===== src/rtl/spk_pkg.sv =====
// Package: constants, types and mixing functions of the hash block
`timescale 1ns / 1ps
package spk_pkg;

   localparam int LENGTH_BITS = 32;
   localparam int OFF_W       = LENGTH_BITS + 1;
   localparam int LANES       = 12;
   localparam int QUEUE_DEPTH = 4;
   localparam int QPTR_W      = $clog2(QUEUE_DEPTH);
   localparam logic [63:0] SPK_CONST = 64'hdeadbeefdeadbeef;
   localparam int SHORT_LIMIT = 192;
   localparam int BLOCK_BYTES = 96;
   // reciprocal of the block size for the remainder at the end of a long message
   localparam int RECIP_SHIFT = LENGTH_BITS + 6;
   localparam logic [LENGTH_BITS-1:0] RECIP =
      LENGTH_BITS'(((64'd1 << RECIP_SHIFT) / BLOCK_BYTES) + 64'd1);

   typedef logic [LANES-1:0][63:0] lanes_type;

   typedef enum logic [2:0] {
      OP_SH_ADD2, OP_SH_ADD3_MIX, OP_SH_XOR2, OP_SH_XOR3_MIX,
      OP_SH_ADD3, OP_LG_ADD, OP_LG_ADD_ROUND, OP_LG_ADD2
   } op_type;

   typedef struct packed {
      logic                   init;
      logic                   is_long;
      logic [LENGTH_BITS-1:0] len;
      logic [63:0]            seed1;
      logic [63:0]            seed2;
      logic                   absorb;
      op_type                 op;
      logic [3:0]             lane;
      logic [63:0]            word;
      logic                   last;
   } entry_type;

   typedef enum logic [3:0] {
      ST_RUN, ST_SMIX, ST_ROUND, ST_FIN_MUL, ST_FIN_ADD,
      ST_FIN_SH1, ST_FIN_SH2, ST_FIN_SH3, ST_FIN_OUT
   } state_type;

   function automatic logic [5:0] lane_rot(input logic [3:0] j);
      logic [5:0] r;
      case (j)
         4'd0:    r = 6'd44;
         4'd1:    r = 6'd15;
         4'd2:    r = 6'd34;
         4'd3:    r = 6'd21;
         4'd4:    r = 6'd14;
         4'd5:    r = 6'd13;
         4'd6:    r = 6'd11;
         4'd7:    r = 6'd25;
         4'd8:    r = 6'd42;
         4'd9:    r = 6'd9;
         4'd10:   r = 6'd35;
         4'd11:   r = 6'd39;
         default: r = 6'd0;
      endcase
      return r;
   endfunction

   function automatic logic [63:0] rotl(input logic [63:0] x, input logic [5:0] r);
      logic [127:0] d;
      d = {x, x} << r;
      return d[127:64];
   endfunction

   // one step of the twelve-lane round
   function automatic lanes_type round_step(input lanes_type h, input logic [3:0] j,
                                            input logic add_first);
      logic [3:0] p, q, s;
      lanes_type  o;
      p = (j == 4'd0) ? 4'd11 : j - 4'd1;
      q = (j == 4'd11) ? 4'd0 : j + 4'd1;
      s = (j >= 4'd10) ? j - 4'd10 : j + 4'd2;
      o = h;
      o[p] = add_first ? o[p] + o[q] : o[p] ^ o[q];
      o[s] = o[s] ^ o[p];
      o[q] = rotl(o[q], lane_rot(j));
      return o;
   endfunction

   function automatic lanes_type short_mix(input lanes_type h, input logic alt);
      lanes_type o;
      o = h;
      o[0] = rotl(o[0] ^ o[2], alt ? 6'd23 : 6'd50);
      o[3] = o[3] ^ o[0];
      o[1] = rotl(o[1] ^ o[3], alt ? 6'd5 : 6'd52);
      o[2] = o[2] ^ o[1];
      return o;
   endfunction

endpackage


===== src/rtl/spk_front.sv =====
// Front end: takes message words, tracks position and classifies each request
`timescale 1ns / 1ps
module spk_front import spk_pkg::*; (
   input  logic                   clock,
   input  logic                   reset,
   input  logic                   req_push,
   input  logic [63:0]            req_data_word,
   input  logic [3:0]             req_valid_bytes,
   input  logic                   req_last,
   input  logic [31:0]            req_msg_length,
   input  logic [63:0]            req_seed_first,
   input  logic [63:0]            req_seed_second,
   input  logic                   q_full,
   output logic                   q_push,
   output entry_type              q_entry
);
   logic                   in_message_ff, in_message_in;
   logic [LENGTH_BITS-1:0] length_held_ff, length_held_in;
   logic                   long_path_ff, long_path_in;
   logic [OFF_W-1:0]       bytes_taken_ff, bytes_taken_in;
   logic [OFF_W-1:0]       blk_ff, blk_in;
   logic [3:0]             idx_ff, idx_in;

   logic                   first, is_long, active, full_block;
   logic [LENGTH_BITS-1:0] len, g_lim, t_lim;
   logic [OFF_W-1:0]       off, blk, rem;
   logic [OFF_W:0]         blk_end;
   logic [3:0]             idx, vs, n;
   logic [63:0]            mask;
   op_type                 op;

   assign q_push = req_push && !q_full;

   // position and classification of the word
   always_comb begin
      first   = !in_message_ff;
      len     = first ? req_msg_length[LENGTH_BITS-1:0] : length_held_ff;
      is_long = first ? (len >= LENGTH_BITS'(SHORT_LIMIT)) : long_path_ff;
      off     = first ? '0 : bytes_taken_ff;
      blk     = first ? '0 : blk_ff;
      idx     = first ? 4'd0 : idx_ff;
      active  = off < {1'b0, len};
      rem     = {1'b0, len} - off;
      vs      = (req_valid_bytes > 4'd8) ? 4'd8 : req_valid_bytes;
      n       = (rem < OFF_W'(vs)) ? rem[3:0] : vs;
      for (int b = 0; b < 8; b++) begin
         mask[b*8 +: 8] = (4'(b) < n) ? 8'hff : 8'h00;
      end
      blk_end    = {1'b0, blk} + (OFF_W+1)'(BLOCK_BYTES);
      full_block = blk_end <= (OFF_W+1)'(len);
      g_lim      = len & ~LENGTH_BITS'(31);
      t_lim      = len & ~LENGTH_BITS'(15);
      if (is_long) begin
         if (full_block) begin
            op = (idx == 4'd11) ? OP_LG_ADD_ROUND : OP_LG_ADD;
         end else begin
            op = OP_LG_ADD2;
         end
      end else if (off < {1'b0, g_lim}) begin
         case (off[4:3])
            2'd0:    op = OP_SH_ADD2;
            2'd1:    op = OP_SH_ADD3_MIX;
            2'd2:    op = OP_SH_XOR2;
            default: op = OP_SH_XOR3_MIX;
         endcase
      end else if (off < {1'b0, t_lim}) begin
         op = off[3] ? OP_SH_ADD3_MIX : OP_SH_ADD2;
      end else begin
         op = off[3] ? OP_SH_ADD3 : OP_SH_ADD2;
      end
   end

   // request for the back end
   always_comb begin
      q_entry.init    = first;
      q_entry.is_long = is_long;
      q_entry.len     = len;
      q_entry.seed1   = req_seed_first;
      q_entry.seed2   = req_seed_second;
      q_entry.absorb  = active;
      q_entry.op      = op;
      q_entry.lane    = idx;
      q_entry.word    = req_data_word & mask;
      q_entry.last    = req_last;
   end

   // message state after this word
   always_comb begin
      in_message_in  = in_message_ff;
      length_held_in = length_held_ff;
      long_path_in   = long_path_ff;
      bytes_taken_in = bytes_taken_ff;
      blk_in         = blk_ff;
      idx_in         = idx_ff;
      if (q_push) begin
         in_message_in  = !req_last;
         length_held_in = len;
         long_path_in   = is_long;
         bytes_taken_in = active ? off + OFF_W'(8) : off;
         idx_in         = idx;
         blk_in         = blk;
         if (active) begin
            idx_in = (idx == 4'd11) ? 4'd0 : idx + 4'd1;
            if (idx == 4'd11) begin
               blk_in = blk + OFF_W'(BLOCK_BYTES);
            end
         end
      end
   end

   always_ff @(posedge clock) begin
      if (reset) begin
         in_message_ff  <= 1'b0;
         length_held_ff <= '0;
         long_path_ff   <= 1'b0;
         bytes_taken_ff <= '0;
         blk_ff         <= '0;
         idx_ff         <= '0;
      end else begin
         in_message_ff  <= in_message_in;
         length_held_ff <= length_held_in;
         long_path_ff   <= long_path_in;
         bytes_taken_ff <= bytes_taken_in;
         blk_ff         <= blk_in;
         idx_ff         <= idx_in;
      end
   end
endmodule


===== config.mk =====
export PLATFORM = sky130hd
export DESIGN_NAME = spk_front
export DESIGN_NICKNAME = d
export VERILOG_FILES = /design/src/rtl/spk_pkg.sv /design/src/rtl/spk_front.sv
export SDC_FILE = /design/constraint.sdc
export NUM_CORES = 1
export LEC_CHECK = 0
export BUFFER_PORTS_ARGS = -buffer_cell sky130_fd_sc_hd__buf_2
export CAP_MARGIN = 20
export CORE_AREA = 2 2 182 184
export CTS_BUF_LIST = sky130_fd_sc_hd__clkbuf_2 sky130_fd_sc_hd__clkbuf_4 sky130_fd_sc_hd__clkbuf_8
export CTS_CLUSTER_DIAMETER = 80
export DETAILED_ROUTE_END_ITERATION = 16
export DIE_AREA = 0 0 184 186
export MAX_ROUTING_LAYER = met4
export SYNTH_ARGS = -nofsm -noshare
export SYNTH_HDL_FRONTEND = slang
export SYNTH_SLANG_ARGS = --single-unit

===== constraint.sdc =====
create_clock -name clock -period 16.8 [get_ports clock]
set_clock_uncertainty 0.05 [all_clocks]
set_input_delay 3.36 -clock clock [delete_from_list [all_inputs] [get_ports clock]]
set_output_delay 3.36 -clock clock [all_outputs]
set_load 0.02 [all_outputs]

; Word level (Yosys, flattened, before mapping)
; Cells that the tools add are included.
[classes]
add_sub_neg = 5
magnitude_cmp = 15
eq_ne = 3
mux = 28
bitwise_logic = 1
n_reduce_logical = 5
[op_table]
columns = operator, count
row1 = 33-bit 2-to-1 mux, 5
row2 = 33-bit by 32-bit less-than comparator with 1-bit output, 3
row3 = 64-bit AND, 1
row4 = 8-bit 2-to-1 mux, 8
row5 = 33-bit by 7-bit adder with 34-bit output (second input constant), 1
row6 = 34-bit by 32-bit less-or-equal comparator with 1-bit output, 1
row7 = 33-bit by 4-bit adder with 33-bit output (second input constant), 1
row8 = 33-bit by 7-bit adder with 33-bit output (second input constant), 1
row9 = 33-bit by 4-bit less-than comparator with 1-bit output, 1
row10 = 32-bit by 33-bit subtractor with 33-bit output, 1
row11 = 32-bit by 8-bit greater-or-equal comparator with 1-bit output (second input constant), 1
row12 = 32-bit 2-to-1 mux, 1
row13 = 4-bit 2-to-1 mux, 5
row14 = 3-bit by 4-bit less-than comparator with 1-bit output (first input constant), 4
row15 = 3-bit 2-to-1 mux, 5
row16 = 1-bit by 4-bit less-than comparator with 1-bit output (first input constant), 2
row17 = 2-bit by 4-bit less-than comparator with 1-bit output (first input constant), 2
row18 = 2-bit case mux with 3 select lines, 1
row19 = 4-bit by 1-bit adder with 4-bit output (second input constant), 1
row20 = 4-bit == test (second input constant), 1
row21 = 4-bit > comparator (second input constant), 1
row22 = 1-bit zero test, 3
row23 = 2-bit by 1-bit == test with 1-bit output (second input constant), 1
row24 = 2-bit == test (second input constant), 1
row25 = other kinds (4), 5
[totals]
regBits = 104
input_bits = 233
out_inout_bits = 236

; Depth between registers and ports, before layout
[depth]
ltp_word = 7
depth_mapped = 27

; Least setup slack after synthesis
; Ideal clock, no wire load.
[synth_path]
path_type = in2out
startpoint = in req_msg_length[1]
endpoint = out q_entry[41] in the netlist's numbering
arrival_time_ns = 7.621
slack_ns = 5.769
path_stages = 19
path_buffers = 1
cell_sequence = mux2i_1 inv_1 ha_1 nor2b_1 o21ai_0 nand2b_1 xnor2_1 inv_1 ha_1 nand3_1 a31oi_1 a2111oi_0 nand4_1 a311oi_1 nand4_1 or4_1 buf_6 o31a_4 nor3b_1
[synth_lines]
columns = element, line_no
row1 = "start, declared", spk_front.sv:10  ; input logic [31:0] req_msg_length,
row2 = "end, declared", spk_front.sv:15  ; output entry_type q_entry

==> results by group <==
Clock tree
  – CTS Buf Count: 9
  – Post-CTS sizing: 0
  – Clock Sinks: 104
  – Clk slew on worst S/H paths: 0.09 ns
  – Clock Latency Late Sink: 0.40 ns
  – H-Tree Depth: 3
  – CTS tree: yes
  – CTS hold repair buffers: 0
  – CTS root buf: clkbuf_8
  – Setup Fix Bufs, Post-CTS: 0
  – CTS max path bufs: 2

Route
  – Initial DRT Pass Iterations: 5
  – Drt wl/cell: 23.1 um
  – DRC: 0
  – Vias: 11000
  – Routed Antenna Nets: 0
  – Drt initial violations: 755
  – Routed wire length: 45900 um
  – Vias per cell: 5.55

Logic synthesis
  – Syn avg cell area: 7.26 um^2
  – Sequential area share after synthesis: 18.6%
  – Seq cells post-synth: 104
  – Post-Synth XOR/XNOR Area: 5.46%
  – Post-synthesis compound-gate area fraction: 19.9%
  – Synth warn: 0
  – Synth cell types: 70
  – Top_reg_cell synth: dfxtp_1
  – Largest family of logic cells by synthesized area: simple AND/OR/NAND/NOR gates
  – Simple-Gate Fraction of Synth Area: 26.7%
  – Syn Inst Count: 1545
  – Post-synth EDFFs: 0
  – Area of the mapped netlist: 11200 um^2
  – Adder and majority gate portion of the synthesized area: 10.9%
  – Syn_nets: 1875
  – Post-synth ARST share: 0%
  – Mux cell area share after synthesis: 3.66%

Place
  – HPWL after detailed placement: 36900 um
  – GP Congestion: 0.933
  – Dpl cells: 1972
  – IO Port Bufs: 212
  – Dpl cell area: 11600 um^2

Worst setup path
  – Worst Setup Start Kind: primary input
  – Worst setup EP type: output pin
  – Arr. time, crit path: 8.87 ns
  – Reg2Reg Depth: 13
  – Worst setup path class: primary input to output pin
  – Reg2Reg Setup Slack: 10.60 ns
  – CP required: 13.39 ns
  – Critical R2R Launch: in_message_ff
  – Crit path capture: q_entry[21]
  – R2r endpoint: idx_ff[0]
  – Crit path from: req_msg_length[1]
  – Critical path fanouts, max: 16

Global route
  – First-pass GRT wire length: 64900 um
  – Largest net degree at the start of global routing: 82
  – Total GRT Usage: 26.2%
  – Overflow left after global routing: 0
  – Initial antenna violation count: 6
  – Vias in the first global route: 10000

Flow run
  – Max-cap violations: 0

Floorplan
  – # rows: 66
  – Die H: 186 um
  – Core ar.: 32200 um^2
  – Top-Level Pins: 469
  – Die area: 34200 um^2
  – Die width: 184 um
  – Starting Density: 34.8%

Layout
  – Sequential cell area: 2090 um^2
  – Share of cells above drive strength 1: 17.2%
  – Final Non-Filler Cells: 1991
  – Most common cell after layout, fill and taps aside: nand2_1
  – Area Growth Syn to Fin: 5.48%
  – Final instance area: 11800 um^2
  – Final core utilization: 36.7%
  – Area of the multi-input gates: 7490 um^2
  – Most frequent cells in the layout: 222 x nand2_1, 212 x buf_2, 120 x a21oi_1
  – Fill cell count: 3426
  – Nets@finish: 1905

STA
  – Worst-Margin Slew: 1.09 ns
  – Final worst path period need: 12.28 ns
  – Fin Setup TNS: 0 ns
  – RSZ-0062 raised after global routing: no
  – Setup-failing EPs final: 0
  – Slew margin rel.: 27.2%
  – F_max: 81.4 MHz
  – Final Hold Vio Count: 0
  – Max Slew Vio Count: 0
  – Final Cycle Share: 73.1%

Run status
  – Status: finished, final reports clean

Pwr
  – Power density over cell area: 57.9 nW/um^2
  – LEAKAGE: 5.18 nW
  – Peak supply drop: 0.0000338 V

Worst hold path
  – Worst Hold Class: flip-flop to flip-flop
[state kept, by name, indices dropped and copies added, names as in the netlist]
signal,count
long_path_ff,1
length_held_ff,32
idx_ff,4
in_message_ff,1
bytes_taken_ff,33
blk_ff,33
[cell type report]
cell class | instances | share of cell area [%]
tap | 408 | 4.32
inverter | 101 | 3.21
multi-input combinational | 1137 | 63.3
sequential | 104 | 17.6
timing repair buffer | 222 | 9.61
clock inverter | 5 | 0.688
clock buffer | 10 | 1.16
antenna | 4 | 0.0846
[synth_stat cells (7+ instances only)]
cell type,n,share of area [%]
o21a_1,7,0.47
and3_1,24,1.3
nand3_1,55,2.5
and2_1,34,1.9
and4_1,7,0.55
o31ai_1,9,0.60
xor2_1,22,1.7
mux2_2,8,0.80
mux2i_1,32,2.9
a211oi_1,30,2.0
a21boi_0,12,0.80
dfxtp_1,104,19
or3_1,7,0.39
a31oi_1,11,0.61
inv_1,100,3.3
a21oi_1,120,5.4
nand2b_1,9,0.50
buf_2,7,0.31
nor2_1,99,3.3
ha_1,96,11
o211ai_1,15,1.0
nor4_1,10,0.56
nand4_1,36,2.0
xnor2_1,46,3.6
buf_4,134,9.0
nand2_1,223,7.5
nor3_1,25,1.1
clkbuf_1,54,1.8
o21ai_0,47,2.1
nor3b_1,41,2.7
nor2b_1,11,0.61
a21o_1,28,1.9
[logic make-up after synthesis]
logic type,count (synthesis)
AO/OA/AOI/OAI,336
XOR/XNOR,69
buffers and inverters,304
flip-flops,104
multiplexers,40
AND/OR/NAND/NOR,595
adder cells (fa/ha/maj),97
[how the worst min path moves through the flow]
stage	from	end	slack, ns	cells after the start
global route	blk_ff[4]	blk_ff[4]	0.43	1
global placement	blk_ff[4]	blk_ff[4]	0.38	1
detailed placement	blk_ff[3]	blk_ff[3]	0.39	1
floorplan	blk_ff[4]	blk_ff[4]	0.37	1
CTS	length_held_ff[25]	length_held_ff[25]	0.41	2
finish	length_held_ff[27]	length_held_ff[27]	0.41	2
[critical path, cell delays in order]
cell and delay, ns:
buf_2 0.11, mux2i_1 0.39, inv_1 0.14, ha_1 0.34
nor2b_1 0.15, o21ai_0 0.14, nand2b_1 0.09, xnor2_1 0.26
inv_1 0.13, ha_1 0.33, nand3_1 0.08, a31oi_1 0.04
a2111oi_0 0.37, nand4_1 0.15, a311oi_1 0.27, nand4_1 0.16
nor4_2 0.65, nand3_1 0.56, a211oi_1 0.85, buf_2 0.30
[routing by layer]
layer,vias to the layer above,track usage (%),share of wire [%]
met5,-,-,0
met4,0,6.08,2.1
met3,53,10.5,9.9
met2,494,44.8,49
met1,5193,28.7,39
li1,5309,-,-
[metrics by stage]
| stage | power, mW | setup WS, ns | hold slack (ns) |
|---|---|---|---|
| global route | 0.719 | 4.12 | 0.428 |
| detailed placement | 0.506 | 4.58 | 0.386 |
| CTS | 0.687 | 4.59 | 0.411 |
| floorplan | 0.465 | 5.77 | 0.371 |
| finish | 0.684 | 4.52 | 0.407 |
| global placement | 0.505 | 4.69 | 0.383 |
[power by group]
part	leakage [nW]	switching [mW]	internal, mW	total, mW
combinational	4.23	0.166	0.0814	0.247
sequential	0.843	0.00500	0.251	0.256
clock	0.108	0.0938	0.0873	0.181
No activity file was read; power rests on OpenSTA's default activity.
