**config.mk**
```make
export PLATFORM = sky130hd
export DESIGN_NAME = spk_queue
export DESIGN_NICKNAME = d
export VERILOG_FILES = /design/src/rtl/spk_pkg.sv /design/src/rtl/spk_queue.sv
export SDC_FILE = /design/constraint.sdc
export NUM_CORES = 1
export LEC_CHECK = 0
export BUFFER_PORTS_ARGS = -buffer_cell sky130_fd_sc_hd__buf_4
export CAP_MARGIN = 25
export CORE_MARGIN = 3
export CORE_UTILIZATION = 45
export DETAILED_ROUTE_END_ITERATION = 6
export GPL_TIMING_DRIVEN = 0
export PLACE_DENSITY = 0.67
export SETUP_SLACK_MARGIN = 0.1
export SYNTH_ARGS = -nofsm -noshare
export SYNTH_HDL_FRONTEND = slang
export SYNTH_SLANG_ARGS = --single-unit
```
**constraint.sdc**
```tcl
create_clock -name clock -period 7.6 [get_ports clock]
set_input_delay 1.52 -clock clock [delete_from_list [all_inputs] [get_ports clock]]
set_output_delay 1.52 -clock clock [all_outputs]
set_load 0.05 [all_outputs]
```
**src/rtl/spk_pkg.sv**
```systemverilog
// Package: constants, types and mixing functions of the hash block
`timescale 1ns / 1ps
package spk_pkg;

   localparam int LENGTH_BITS = 32;
   localparam int OFF_W       = LENGTH_BITS + 1;
   localparam int LANES       = 12;
   localparam int QUEUE_DEPTH = 4;
   localparam int QPTR_W      = $clog2(QUEUE_DEPTH);
   localparam logic [63:0] SPK_CONST = 64'hdeadbeefdeadbeef;
   localparam int SHORT_LIMIT = 192;
   localparam int BLOCK_BYTES = 96;
   // reciprocal of the block size for the remainder at the end of a long message
   localparam int RECIP_SHIFT = LENGTH_BITS + 6;
   localparam logic [LENGTH_BITS-1:0] RECIP =
      LENGTH_BITS'(((64'd1 << RECIP_SHIFT) / BLOCK_BYTES) + 64'd1);

   typedef logic [LANES-1:0][63:0] lanes_type;

   typedef enum logic [2:0] {
      OP_SH_ADD2, OP_SH_ADD3_MIX, OP_SH_XOR2, OP_SH_XOR3_MIX,
      OP_SH_ADD3, OP_LG_ADD, OP_LG_ADD_ROUND, OP_LG_ADD2
   } op_type;

   typedef struct packed {
      logic                   init;
      logic                   is_long;
      logic [LENGTH_BITS-1:0] len;
      logic [63:0]            seed1;
      logic [63:0]            seed2;
      logic                   absorb;
      op_type                 op;
      logic [3:0]             lane;
      logic [63:0]            word;
      logic                   last;
   } entry_type;

   typedef enum logic [3:0] {
      ST_RUN, ST_SMIX, ST_ROUND, ST_FIN_MUL, ST_FIN_ADD,
      ST_FIN_SH1, ST_FIN_SH2, ST_FIN_SH3, ST_FIN_OUT
   } state_type;

   function automatic logic [5:0] lane_rot(input logic [3:0] j);
      logic [5:0] r;
      case (j)
         4'd0:    r = 6'd44;
         4'd1:    r = 6'd15;
         4'd2:    r = 6'd34;
         4'd3:    r = 6'd21;
         4'd4:    r = 6'd14;
         4'd5:    r = 6'd13;
         4'd6:    r = 6'd11;
         4'd7:    r = 6'd25;
         4'd8:    r = 6'd42;
         4'd9:    r = 6'd9;
         4'd10:   r = 6'd35;
         4'd11:   r = 6'd39;
         default: r = 6'd0;
      endcase
      return r;
   endfunction

   function automatic logic [63:0] rotl(input logic [63:0] x, input logic [5:0] r);
      logic [127:0] d;
      d = {x, x} << r;
      return d[127:64];
   endfunction

   // one step of the twelve-lane round
   function automatic lanes_type round_step(input lanes_type h, input logic [3:0] j,
                                            input logic add_first);
      logic [3:0] p, q, s;
      lanes_type  o;
      p = (j == 4'd0) ? 4'd11 : j - 4'd1;
      q = (j == 4'd11) ? 4'd0 : j + 4'd1;
      s = (j >= 4'd10) ? j - 4'd10 : j + 4'd2;
      o = h;
      o[p] = add_first ? o[p] + o[q] : o[p] ^ o[q];
      o[s] = o[s] ^ o[p];
      o[q] = rotl(o[q], lane_rot(j));
      return o;
   endfunction

   function automatic lanes_type short_mix(input lanes_type h, input logic alt);
      lanes_type o;
      o = h;
      o[0] = rotl(o[0] ^ o[2], alt ? 6'd23 : 6'd50);
      o[3] = o[3] ^ o[0];
      o[1] = rotl(o[1] ^ o[3], alt ? 6'd5 : 6'd52);
      o[2] = o[2] ^ o[1];
      return o;
   endfunction

endpackage

```
**src/rtl/spk_queue.sv**
```systemverilog
// Short request queue between the front and the back of the hash block
`timescale 1ns / 1ps
module spk_queue import spk_pkg::*; (
   input  logic      clock,
   input  logic      reset,
   input  logic      push,
   input  entry_type wdata,
   output logic      full,
   input  logic      pop,
   output entry_type rdata,
   output logic      empty
);
   entry_type           slots_ff [QUEUE_DEPTH];
   logic [QPTR_W-1:0]   wr_ff, wr_in, rd_ff, rd_in;
   logic [QPTR_W:0]     cnt_ff, cnt_in;
   logic                do_push, do_pop;

   assign full    = (cnt_ff == (QPTR_W+1)'(QUEUE_DEPTH));
   assign empty   = (cnt_ff == '0);
   assign do_push = push && !full;
   assign do_pop  = pop && !empty;
   assign rdata   = slots_ff[rd_ff];

   // pointer and fill count update
   always_comb begin
      wr_in  = do_push ? wr_ff + 1'b1 : wr_ff;
      rd_in  = do_pop ? rd_ff + 1'b1 : rd_ff;
      cnt_in = cnt_ff + (QPTR_W+1)'(do_push) - (QPTR_W+1)'(do_pop);
   end

   always_ff @(posedge clock) begin
      if (reset) begin
         wr_ff  <= '0;
         rd_ff  <= '0;
         cnt_ff <= '0;
      end else begin
         wr_ff  <= wr_in;
         rd_ff  <= rd_in;
         cnt_ff <= cnt_in;
      end
   end

   always_ff @(posedge clock) begin
      if (do_push) begin
         slots_ff[wr_ff] <= wdata;
      end
   end
endmodule

```
; After elaboration in Yosys (flattened, before gate mapping)
; Memories as Yosys holds them, arrays and structs flattened. A register that Yosys moved wholly into a read port is not among the register bits.
; Index checks and enable logic that the tools add are counted.
[classes]
n_mux = 4
n_reduce_logical = 5
addsub = 4
eq_ne = 1
[op_table]
columns = operator, count
row1 = $add A2 B1 Y2 const B, 2
row2 = $mux W2, 2
row3 = $add A3 B1 Y3, 1
row4 = $eq A3 B3 Y1 const B, 1
row5 = $logic_not A3 Y1, 1
row6 = $sub A3 B1 Y3, 1
row7 = $logic_and A1 B1 Y1, 2
row8 = $logic_not A1 Y1, 2
row9 = $mux W1, 2
[word_totals]
out_inout_bits = 237
ram_bits = 940
n_memories = 1
inputBits = 239
elab_cells = 18
ff_bits = 7
[mem_list]
columns = memory, depth, word_bits, rd, rd_ports_with_merged_regs, wr, line_no
row1 = slots_ff, 4, 235, 1, 1, 1, spk_queue.sv:13  ; entry_type slots_ff [QUEUE_DEPTH];

; Longest topological paths before layout
; Gate-level depths: netlist of the first run.
[depth]
word_depth = 5
ltp_mapped = 10
mapped_depth_nobuf = 10

; Least setup slack after synthesis of the first run
; Ideal clock, no wire load.
[synth_path]
kind = input port to flip-flop
startpoint = input push
endpoint = memory slots_ff[2][0] (netlist bit) (enable)
stages = 3
path_slack_ns = -0.212
t_arrival_ns = 7.187
t_required_ns = 6.975
setup_time_ns = 0.625
path_cell_list = inv_1 nor2_1 and2_1
[synth_via]
elab_chain_cells = 3
[synth_lines]
columns = element, line_no
row1 = start: declaration, spk_queue.sv:6  ; input logic push,
row2 = $logic_and A1 B1 Y1, spk_queue.sv:20  ; assign do_push = push && !full;
row3 = $mux W1, spk_queue.sv:44  ; if (do_push) begin
row4 = $mux W1 (not written as such), spk_queue.sv:45  ; slots_ff[wr_ff] <= wdata;
row5 = end: declaration, spk_queue.sv:13
; No other way between the ends.

==> results of run 1 <==
synthesized netlist by cell type (2+ instances only):
cell type,number,share of area (%)
a21oi_1,2,0.029
and2_1,4,0.073
buf_1,7,0.077
buf_2,26,0.38
buf_6,18,0.59
clkbuf_1,2,0.022
dfxtp_1,9,0.52
edfxtp_1,940,82
ha_1,6,0.22
inv_1,8,0.087
mux4_2,235,15
nand2b_1,2,0.036
nor2_1,4,0.044
nor2b_1,2,0.036
o21ai_0,2,0.029
or3_1,2,0.036
xnor2_1,2,0.051
logic make-up after synthesis:
kind of cell	share of synthesized area, %
DFF	82.7
muxes	15.4
buffers and inverters	1.15
and+or+nand+nor	0.273
adders and majority gates	0.277
AOI/OAI and AO/OA	0.0801
xor gates and xnor gates	0.0765
critical path, stage by stage (launching register included):
cell     delay, ns
dfxtp_1       0.30
buf_2         0.38
buf_2         0.46
buf_2         0.46
mux4_2        0.38
buf_4         0.21
how the worst min path moves through the flow:
stage | start | end | slack, ns | depth (start not counted)
after floorplan | rd_ff[1] | flip-flop | 0.46 | 2
after global placement | rd_ff[1] | rd_ff[1] | 0.48 | 2
after detailed placement | rd_ff[1] | flip-flop | 0.50 | 2
after CTS | rd_ff[1] | rd_ff[1] | 0.51 | 2
after global routing | rd_ff[1] | rd_ff[1] | 0.53 | 2
final | rd_ff[1] | rd_ff[1] | 0.51 | 2
layout make-up:
cell class	count	share of cell area, %
inverters	8	0.0706
clock inverters	58	1.09
flip-flops and latches	949	66.8
diodes	4	0.0235
multi-input cells	268	13.1
clock buffers	108	5.80
plain buffers	53	0.862
well taps	969	2.85
repair buffers	492	9.49
per-layer routing:
metal / track usage (%) / vias to the layer above / wire length (um) / part of all wire [%]
li1: - / 6754 / - / -
met1: 22.4 / 8053 / 26900 / 38
met2: 28.8 / 462 / 35500 / 50
met3: 7.00 / 116 / 7100 / 10
met4: 4.97 / 12 / 1500 / 2.1
met5: 0 / - / 72 / 0.10
flip-flops by register name (all words and copies together), names as in the netlist, named ones only:
| register | cells |
|---|---|
| cnt_ff | 3 |
| rd_ff | 2 |
| slots_ff | 940 |
| wr_ff | 2 |
report_power, final:
group / switching (mW) / internal, mW
clock network: 1.87 / 2.50
logic: 3.40 / 1.83
registers: 0.0978 / 6.28
through the flow:
stage	hold WS, ns	cell area, um2	power, mW
after floorplan	0.459	34400	10.2
after global placement	0.480	39100	11.8
after detailed placement	0.500	39600	11.8
after CTS	0.510	42500	16.2
after global routing	0.534	42500	16.6
final	0.509	42600	16.0
==> impl_results.md, run 1 <==
- Status: finished, final reports clean
- Placed Cells: roughly 2.7k
- CP Max Fanout: 10
- CTS tree: built
- Num Clock Sinks: 949
- Setup TNS: 0 ns
- PwrDens: 375 nW/um2
- Initial Utilization: between 40% and 50%
- Port Buffers: between 400 and 500
- Pre-CTS setup slack: between 3 and 4 ns
- EDFF count, synth: 940
- Fin crit period: approximately 4.4 ns
- Placer Congestion: between 0.7 and 0.8
- Register area: between 20000 and 30000 um2
- Peak VDD IR: 0.000254 V
- CTS Hold Bufs: 0
- Residual DRC count: 0
- Max clock buf depth: 3
- Skew final: roughly 0.024 ns
- Vias: 15.4k
- Full die area: about 80000 um2
- Seq/Total Area, Yosys: between 80 and 90%
- Layout cell share with drive strength beyond 1: a little under half
- CP Class: reg -> out
- Reg2Reg Setup Slack: 4.96 ns
- Post-CTS Resized: 0
- Max Slew Vio Count: 0
- Hpwl dp: around 46 mm
- Critical R2R Capture: slots_ff[3][106]
- WP data required: 6.08 ns
- I/O Pins: about 480
- DRT iter0 DRCs: 983
- Die Y: around 280 um
- Grt ovf: 0
- Post-synth ARST share: 0%
- Htree depth: 3
- Area taken by multi-input logic gates: 5560 um2
- Root buffer cell: clkbuf_16
- Primary FF master, synth: edfxtp_1
- Pin count of the biggest net entering global routing: 58
- Synth warnings: 0
- DRT antenna net count: 0
- Tot GR Track Use: 17.7%
- Most frequent cells in the layout: edfxtp_1, buf_4, mux4_2
- FF-to-FF path depth: 5
- Crit path DAT: 2.84 ns
- Fmax: around 0.23 GHz
- Postcts setup bufs: 0
- Commonest non-fill, non-tap cell in the layout: edfxtp_1
- Final worst-path cycle share: 57.4%
- Mapped Cells: between 1k and 1.5k
- Worst skew pair latency: roughly 0.63 ns
- Global-route wire length before repair: approximately 100 mm
- Syn_area_per_cell: 26.9 um2
- Startpoint Class: flip-flop
- Slew of the pin with the lowest slew margin: slightly above 0.7 ns
- Leakage: ~14 nW
- Routed len/inst: ~24 um
- Final net count: around 2.1k
- Core area: between 70000 and 80000 um2
- RSZ-0062 raised after global routing: no
- Yosys cell types: 24
- Critical Path Sink Type: output port
- Initial antenna violation count: 9
- Final wirelength: between 70 and 80 mm
- Area grow syn2layout: 23.9%
- Mapped Area: 34300 um2
- Register bit total from synthesis: 949
- Syn Nets: around 1.5k
- MaxCap Viol Count: 0
- Setup crit end: rdata[82]
- Final setup fails: 0
- Vias in the first global route: roughly 16k
- Num CTS Buffers: between 90 and 100
- HP Class: reg -> reg
- RR Startpoint: cnt_ff[1]
- DR vias/cell: about 5.3
- Final Non-Filler Cells: 2909
- Cell Rows: 100
- Die width: roughly 280 um
- Fill cell count: between 5k and 6k
- Worst-path clk slew: 0.06 ns
- Number of iterations in the first detailed-routing pass: 5
- Finished Core Util: 56.7%
- Final worst slack: 3.24 ns
- Rel. slew slack: between 50% and 60%
- Final Hold Viols: 0
(Power assumes the default switching activity.)
==> run 2, diff against run 1 <==
- PLACE_DENSITY: 0.67 -> not set
- clock period: 7.6 -> 4.15 ns (I/O delays scaled with it)
==> run 2 against run 1 <==
Compared with the run above:
- count of clock-buffer cells in the layout is 9 higher
- via count is 0.10% higher
- register-to-register slack worse by 3.9 ns
- die area stayed put
- non-clock buffer count is 1 lower
- core utilization is 0.38 points higher
- sequential share of layout area is 0.44 points lower
- highest routed layer unchanged
==> impl_results.md, run 2 (synthesized netlist as in run 1, its figures left out) <==
- Net Sw Frac: 33.2% (-0.40 points)
- Fin crit period: about 3.6 ns
- Full die area: 79700 um2 (unchanged)
- Final Non-Filler Cells: 2926 (+0.58%)
- Final Hold Viols: 0 (unchanged)
- CP Max Fanout: 10 (unchanged)
- Global-route wire length before repair: 107 mm (+2.7%)
- Grt ovf: 0 (unchanged)
- CTS Hold Bufs: 0 (unchanged)
- Final setup fails: 0 (unchanged)
- Most frequent CP cell: buf_2
- CTS tree: built
- DRT iter0 DRCs: 907 (-7.7%)
- Crit path DAT: 2.79 ns (-0.05 ns)
- Seq pwr share: 38.9% (-1.0 points)
- Placer Congestion: 0.717 (-1.2%)
- Crit-path leading delay family: buffers and inverters
- Placed Area: 39600 um2 (about the same)
- Worst path slowest cell: buf_2
- RR Startpoint: cnt_ff[1]
- DRT antenna net count: 0 (unchanged)
- Vias in the first global route: 16.6k (+2.2%)
- Register area: 28400 um2 (unchanged)
- Die width: 282 um (unchanged)
- Max Slew Vio Count: 0 (unchanged)
- CP Class: reg -> out
- Cell Rows: 100 (unchanged)
- Routed len/inst: 24.9 um (+2.0%)
- Postcts setup bufs: 0 (unchanged)
- CP max stage delay: 0.46 ns (about the same)
- Skew final: 0.0213 ns (-0.00253 ns)
- Slew of the pin with the lowest slew margin: 0.875 ns (+0.163 ns)
- PwrDens: 700 nW/um2 (+86%)
- Rel. slew slack: 41.7% (-11 points)
- Die Y: 282 um (unchanged)
- Max clock buf depth: 3 (unchanged)
- MaxCap Viol Count: 0 (unchanged)
- FF-to-FF path depth: 6 (+1)
- Largest registers: slots_ff (940), cnt_ff (3)
- Port Buffers: 474 (unchanged)
- Placed Cells: 2738 (-0.037%)
- Residual DRC count: 0 (unchanged)
- Final wirelength: 73.0 mm (+2.6%)
- Area taken by multi-input logic gates: 5560 um2 (unchanged)
- Leakage: 14.4 nW (+0.78%)
- Cell Chain, Critical Path: buf_2, buf_2, buf_2, mux4_2, buf_4
- Fmax: ~0.28 GHz
- Worst skew pair latency: 0.63 ns (about the same)
- Hpwl dp: 47.8 mm (+4.6%)
- Int Pwr: 20.0 mW (+89%)
- Root buffer cell: clkbuf_16
- Fill cell count: 5504 (+1.0%)
- Status: finished, final reports clean
- Commonest non-fill, non-tap cell in the layout: edfxtp_1
- RSZ-0062 raised after global routing: no
- Core area: 75100 um2 (unchanged)
- DR vias/cell: 5.27 (-0.48%)
- Post-CTS Resized: 0 (unchanged)
- I/O Pins: 476 (unchanged)
- Critical Path Sink Type: output port
- Reg2Reg Setup Slack: 1.09 ns (-3.87 ns)
- Comb power frac: 32.1% (-0.6 points)
- Psw: 9.96 mW (+85%)
- Peak VDD IR: 0.000457 V (+80%)
- Most frequent cells in the layout: edfxtp_1, buf_4, mux4_2
- Final worst-path cycle share: approximately 87%
- Max reg flops: 940 (unchanged)
- Finished Cell Area: 42800 um2 (+0.67%)
- Critical R2R Capture: slots_ff[2][123]
- Final net count: 2114 (+0.047%)
- Number of iterations in the first detailed-routing pass: 4 (-1)
- WP data required: 3.32 ns (-2.76 ns)
- Area grow syn2layout: 24.7%
- Startpoint Class: flip-flop
- Htree depth: 3 (unchanged)
- CP Buf/Inv Count: 4 (unchanged)
- Tot GR Track Use: 18.3% (+0.60 points)
- Num Clock Sinks: 949 (unchanged)
- Num CTS Buffers: 97 (+2.1%)
- Worst Hold Depth: 1 (-1)
- HP Class: in -> reg
- Min-delay src: wdata[17]
- Vias: 15.4k (+0.10%)
- Worst-path clk slew: 0.06 ns (about the same)
- Initial antenna violation count: 17 (+8)
- Clock power share: 28.9% (+1.6 points)
- Layout cell share with drive strength beyond 1: 46.9% (+0.22 points)
- Initial Utilization: 45.8% (unchanged)
- Largest Register: slots_ff
- Pin count of the biggest net entering global routing: 55 (-5.2%)
- Hold endpoint: slots_ff[0][17]
==> run 2: changes by cell type in the layout (fill, tap and decap cells not counted), moves of 2 or more <==
cell	change
bufinv_16	+8
clkbuf_1	+7
diode_2	+7
clkinv_1	-6
clkinvlp_4	+3
clkbuf_16	+2
clkinv_4	-2
clkinv_8	+2
inv_16	-2
==> run 2: how the worst max path moves through the flow <==
stage,from,cells past startpoint,to,slack (ns)
after floorplan,push,3,slots_ff[0][0],-0.34
after global placement,push,4,slots_ff[0][125],-3.09
after detailed placement,push,7,slots_ff[1][125],0.55
after CTS,flip-flop,5,rdata[175],0.40
after global routing,flip-flop,5,rdata[128],0.40
final,flip-flop,5,rdata[177],0.53
==> run 2: worst register-to-register path: stages, from the launching register on <==
cell and delay (ns):
dfxtp_1 0.41, nor3b_1 0.12, nor2_1 0.35, and2_4 0.74
buf_16 0.39, buf_16 0.31, buf_16 0.30
==> run 2: layout make-up <==
| cell class | count | area share (%) |
|---|---|---|
| Buffer | 53 | 0.856 |
| Inverter | 8 | 0.0701 |
| Multi-Input combinational cell | 268 | 13.0 |
| Antenna cell | 11 | 0.0643 |
| Tap cell | 969 | 2.83 |
| Clock inverter | 60 | 1.57 |
| Timing Repair Buffer | 491 | 9.38 |
| Sequential cell | 949 | 66.3 |
| Clock buffer | 117 | 5.94 |
==> run 2: per-stage QoR <==
step                      utilization [%]  hold slack, ns  power, mW  setup slack, ns  setup TNS [ns]
final                                57.1           0.389       30.0            0.535               0
after global routing                 57.0           0.349       31.1            0.402               0
after CTS                            57.0           0.337       30.4            0.395               0
after detailed placement             52.7           0.497       21.7            0.551               0
after global placement               52.1           0.495       21.7            -3.09        -2846.64
after floorplan                         -           0.459       18.6           -0.344         -323.50
==> run 2: power by group through the flow <==
stage                     clock network [mW]  logic [mW]  registers (mW)
after floorplan                            0        6.72            11.9
after global placement                     0        9.64            12.0
after detailed placement                   0        9.79            11.9
after CTS                               8.90        9.82            11.7
after global routing                    9.28        10.1            11.7
final                                   8.68        9.63            11.7
==> run 2: per-layer routing <==
metal	vias to the layer above	global-route usage, %	part of all wire, %
li1	6763	-	-
met1	8049	22.8	37
met2	456	29.5	49
met3	133	7.68	10
met4	12	5.83	2.9
met5	-	0	0.13
==> run 3, diff against run 2 <==
- RECOVER_POWER: not set -> 25
==> run 3 against run 2 <==
Compared with the run above:
- clock power is essentially flat
- wire length is essentially flat
- non-clock buffer count is the same
- setup slack gained 0.0011 ns
- core utilization shrank 0.75 points
- sequential share of layout area grew 0.88 points
- hold slack gained 0.0074 ns
- first-iteration DRC count shrank 0.99%
- clock skew grew 0.0031 ns
- via count grew 0.60%
- critical path type unchanged
- largest cell class unchanged
==> impl_results.md, run 3 (synthesized netlist as in run 1, its figures left out) <==
- Status: finished, final reports clean
- Commonest non-fill, non-tap cell in the layout: edfxtp_1
- Comb power frac: 32.0% (about the same)
- MaxCap Viol Count: 0 (unchanged)
- I/O Pins: 476 (unchanged)
- RSZ-0062 raised after global routing: no
- Initial antenna violation count: 25 (+8)
- PwrDens: 708 nW/um2 (+1.1%)
- Int Pwr: 20.0 mW (-0.31%)
- Worst skew pair latency: 0.64 ns (about the same)
- Startpoint Class: flip-flop
- Critical Path Sink Type: output port
- Die Y: 282 um (unchanged)
- Full die area: 79700 um2 (unchanged)
- Number of iterations in the first detailed-routing pass: 5 (+1)
- Largest Register: slots_ff
- Rel. slew slack: 41.9% (+0.22 points)
- Psw: 9.95 mW (about the same)
- CTS Hold Bufs: 0 (unchanged)
- Largest registers: slots_ff (940), cnt_ff (3)
- Slew of the pin with the lowest slew margin: 0.872 ns (-0.00337 ns)
- Tot GR Track Use: 18.3% (unchanged)
- Fin crit period: 3.61 ns (-0.00108 ns)
- Htree depth: 3 (unchanged)
- Num Clock Sinks: 949 (unchanged)
- Final Hold Viols: 0 (unchanged)
- Core area: 75100 um2 (unchanged)
- Placer Congestion: 0.717 (unchanged)
- Skew final: 0.0244 ns (+0.00314 ns)
- Vias: 15.5k (+0.60%)
- Final Non-Filler Cells: 2929 (+0.10%)
- Die width: 282 um (unchanged)
- CP Max Fanout: 10 (unchanged)
- Crit path DAT: 2.78 ns (about the same)
- Final worst slack: 0.536 ns (+0.00108 ns)
- Clock power share: 29.0% (about the same)
- Max clock buf depth: 3 (unchanged)
- Max Slew Vio Count: 0 (unchanged)
- Fmax: 0.277 GHz (about the same)
- CP Class: reg -> out
- Area grow syn2layout: 23.1%
- Layout cell share with drive strength beyond 1: 39.1% (-7.8 points)
- CTS tree: built
- Max reg flops: 940 (unchanged)
- Routed len/inst: 24.9 um (-0.20%)
- DRT iter0 DRCs: 898 (-0.99%)
- Placed Cells: 2738 (unchanged)
- Hpwl dp: 47.8 mm (unchanged)
- Pre-CTS setup slack: 0.551 ns (unchanged)
- Initial Utilization: 45.8% (unchanged)
- HP Class: in -> reg
- Pin count of the biggest net entering global routing: 55 (unchanged)
- Global-route wire length before repair: 107 mm (unchanged)
- WP data required: 3.32 ns (about the same)
- Most frequent cells in the layout: edfxtp_1, buf_4, mux4_2
- Final wirelength: 72.9 mm (about the same)
- Final setup fails: 0 (unchanged)
- Final net count: 2114 (unchanged)
- DRT antenna net count: 0 (unchanged)
- Post-CTS Resized: 0 (unchanged)
- Cell Rows: 100 (unchanged)
- Grt ovf: 0 (unchanged)
- Vias in the first global route: 16.6k (unchanged)
- Leakage: 13.8 nW (-3.8%)
- Net Sw Frac: 33.3% (+0.051 points)
- DR vias/cell: 5.29 (+0.50%)
- Num CTS Buffers: 97 (unchanged)
- Seq pwr share: 39.0% (about the same)
- Final worst-path cycle share: 87.1% (about the same)
- Worst-path clk slew: 0.06 ns (about the same)
- Port Buffers: 474 (unchanged)
- Residual DRC count: 0 (unchanged)
- Postcts setup bufs: 0 (unchanged)
- Peak VDD IR: 0.000457 V (about the same)
- Root buffer cell: clkbuf_16
-- run 3: cell count changes in the layout (fill, tap and decap cells not counted), sizes merged --
| cell | change |
|---|---|
| buf | -152 |
| clkbuf | +152 |
| diode | +3 |
-- run 3: final cells by class --
class                      instances  area, um2
sequential                       949      28400
antenna                           14       35.0
timing repair buffer             491       3450
multi-input combinational        268       5560
tap                              969       1210
buffer                            53        367
fill                            5643      32800
clock inverter                    60        672
inverter                           8       30.0
clock buffer                     117       2540
-- run 3: power groups by stage --
stage	Clock, mW	Combinational (mW)	Sequential (mW)
detailed placement	0	9.79	11.9
finish	8.67	9.56	11.7
global placement	0	9.64	12.0
global route	9.28	10.1	11.7
CTS	8.90	9.82	11.7
floorplan	0	6.72	11.9
-- run 3: metal layers --
metal	vias up	wire length, um	track usage (%)
met5	-	162	0
met4	22	2140	5.83
met3	144	7420	7.68
met2	455	35900	29.5
met1	8112	27300	22.8
li1	6773	-	-
-- run 3: worst paths after layout --
path | cells past startpoint | startpoint | endpoint | slack [ns]
min reg2reg | 2 | rd_ff[1] | flip-flop | 0.50
min | 1 | wdata[157] | slots_ff[2][157] | 0.40
max reg2reg | 6 | cnt_ff[1] | slots_ff[2][123] | 1.07
max | 5 | flip-flop | rdata[177] | 0.54
-- run 3: worst max-delay path, cell delays in order (launching register included) --
cell and delay, ns:
dfxtp_1 0.31, buf_2 0.38, buf_2 0.46, buf_2 0.39, mux4_2 0.37, buf_4 0.22
-- run 3: stage by stage --
step | setup TNS, ns | instance area [um2] | utilization [%] | power (mW) | hold WS, ns
6_report | 0 | 42300 | 56.3 | 29.9 | 0.396
2_1_floorplan | -323.50 | 34400 | - | 18.6 | 0.459
3_5_place_dp | 0 | 39600 | 52.7 | 21.7 | 0.497
4_1_cts | 0 | 42800 | 57.0 | 30.4 | 0.337
5_1_grt | 0 | 42200 | 56.3 | 31.1 | 0.368
3_3_place_gp | -2846.64 | 39100 | 52.1 | 21.7 | 0.495
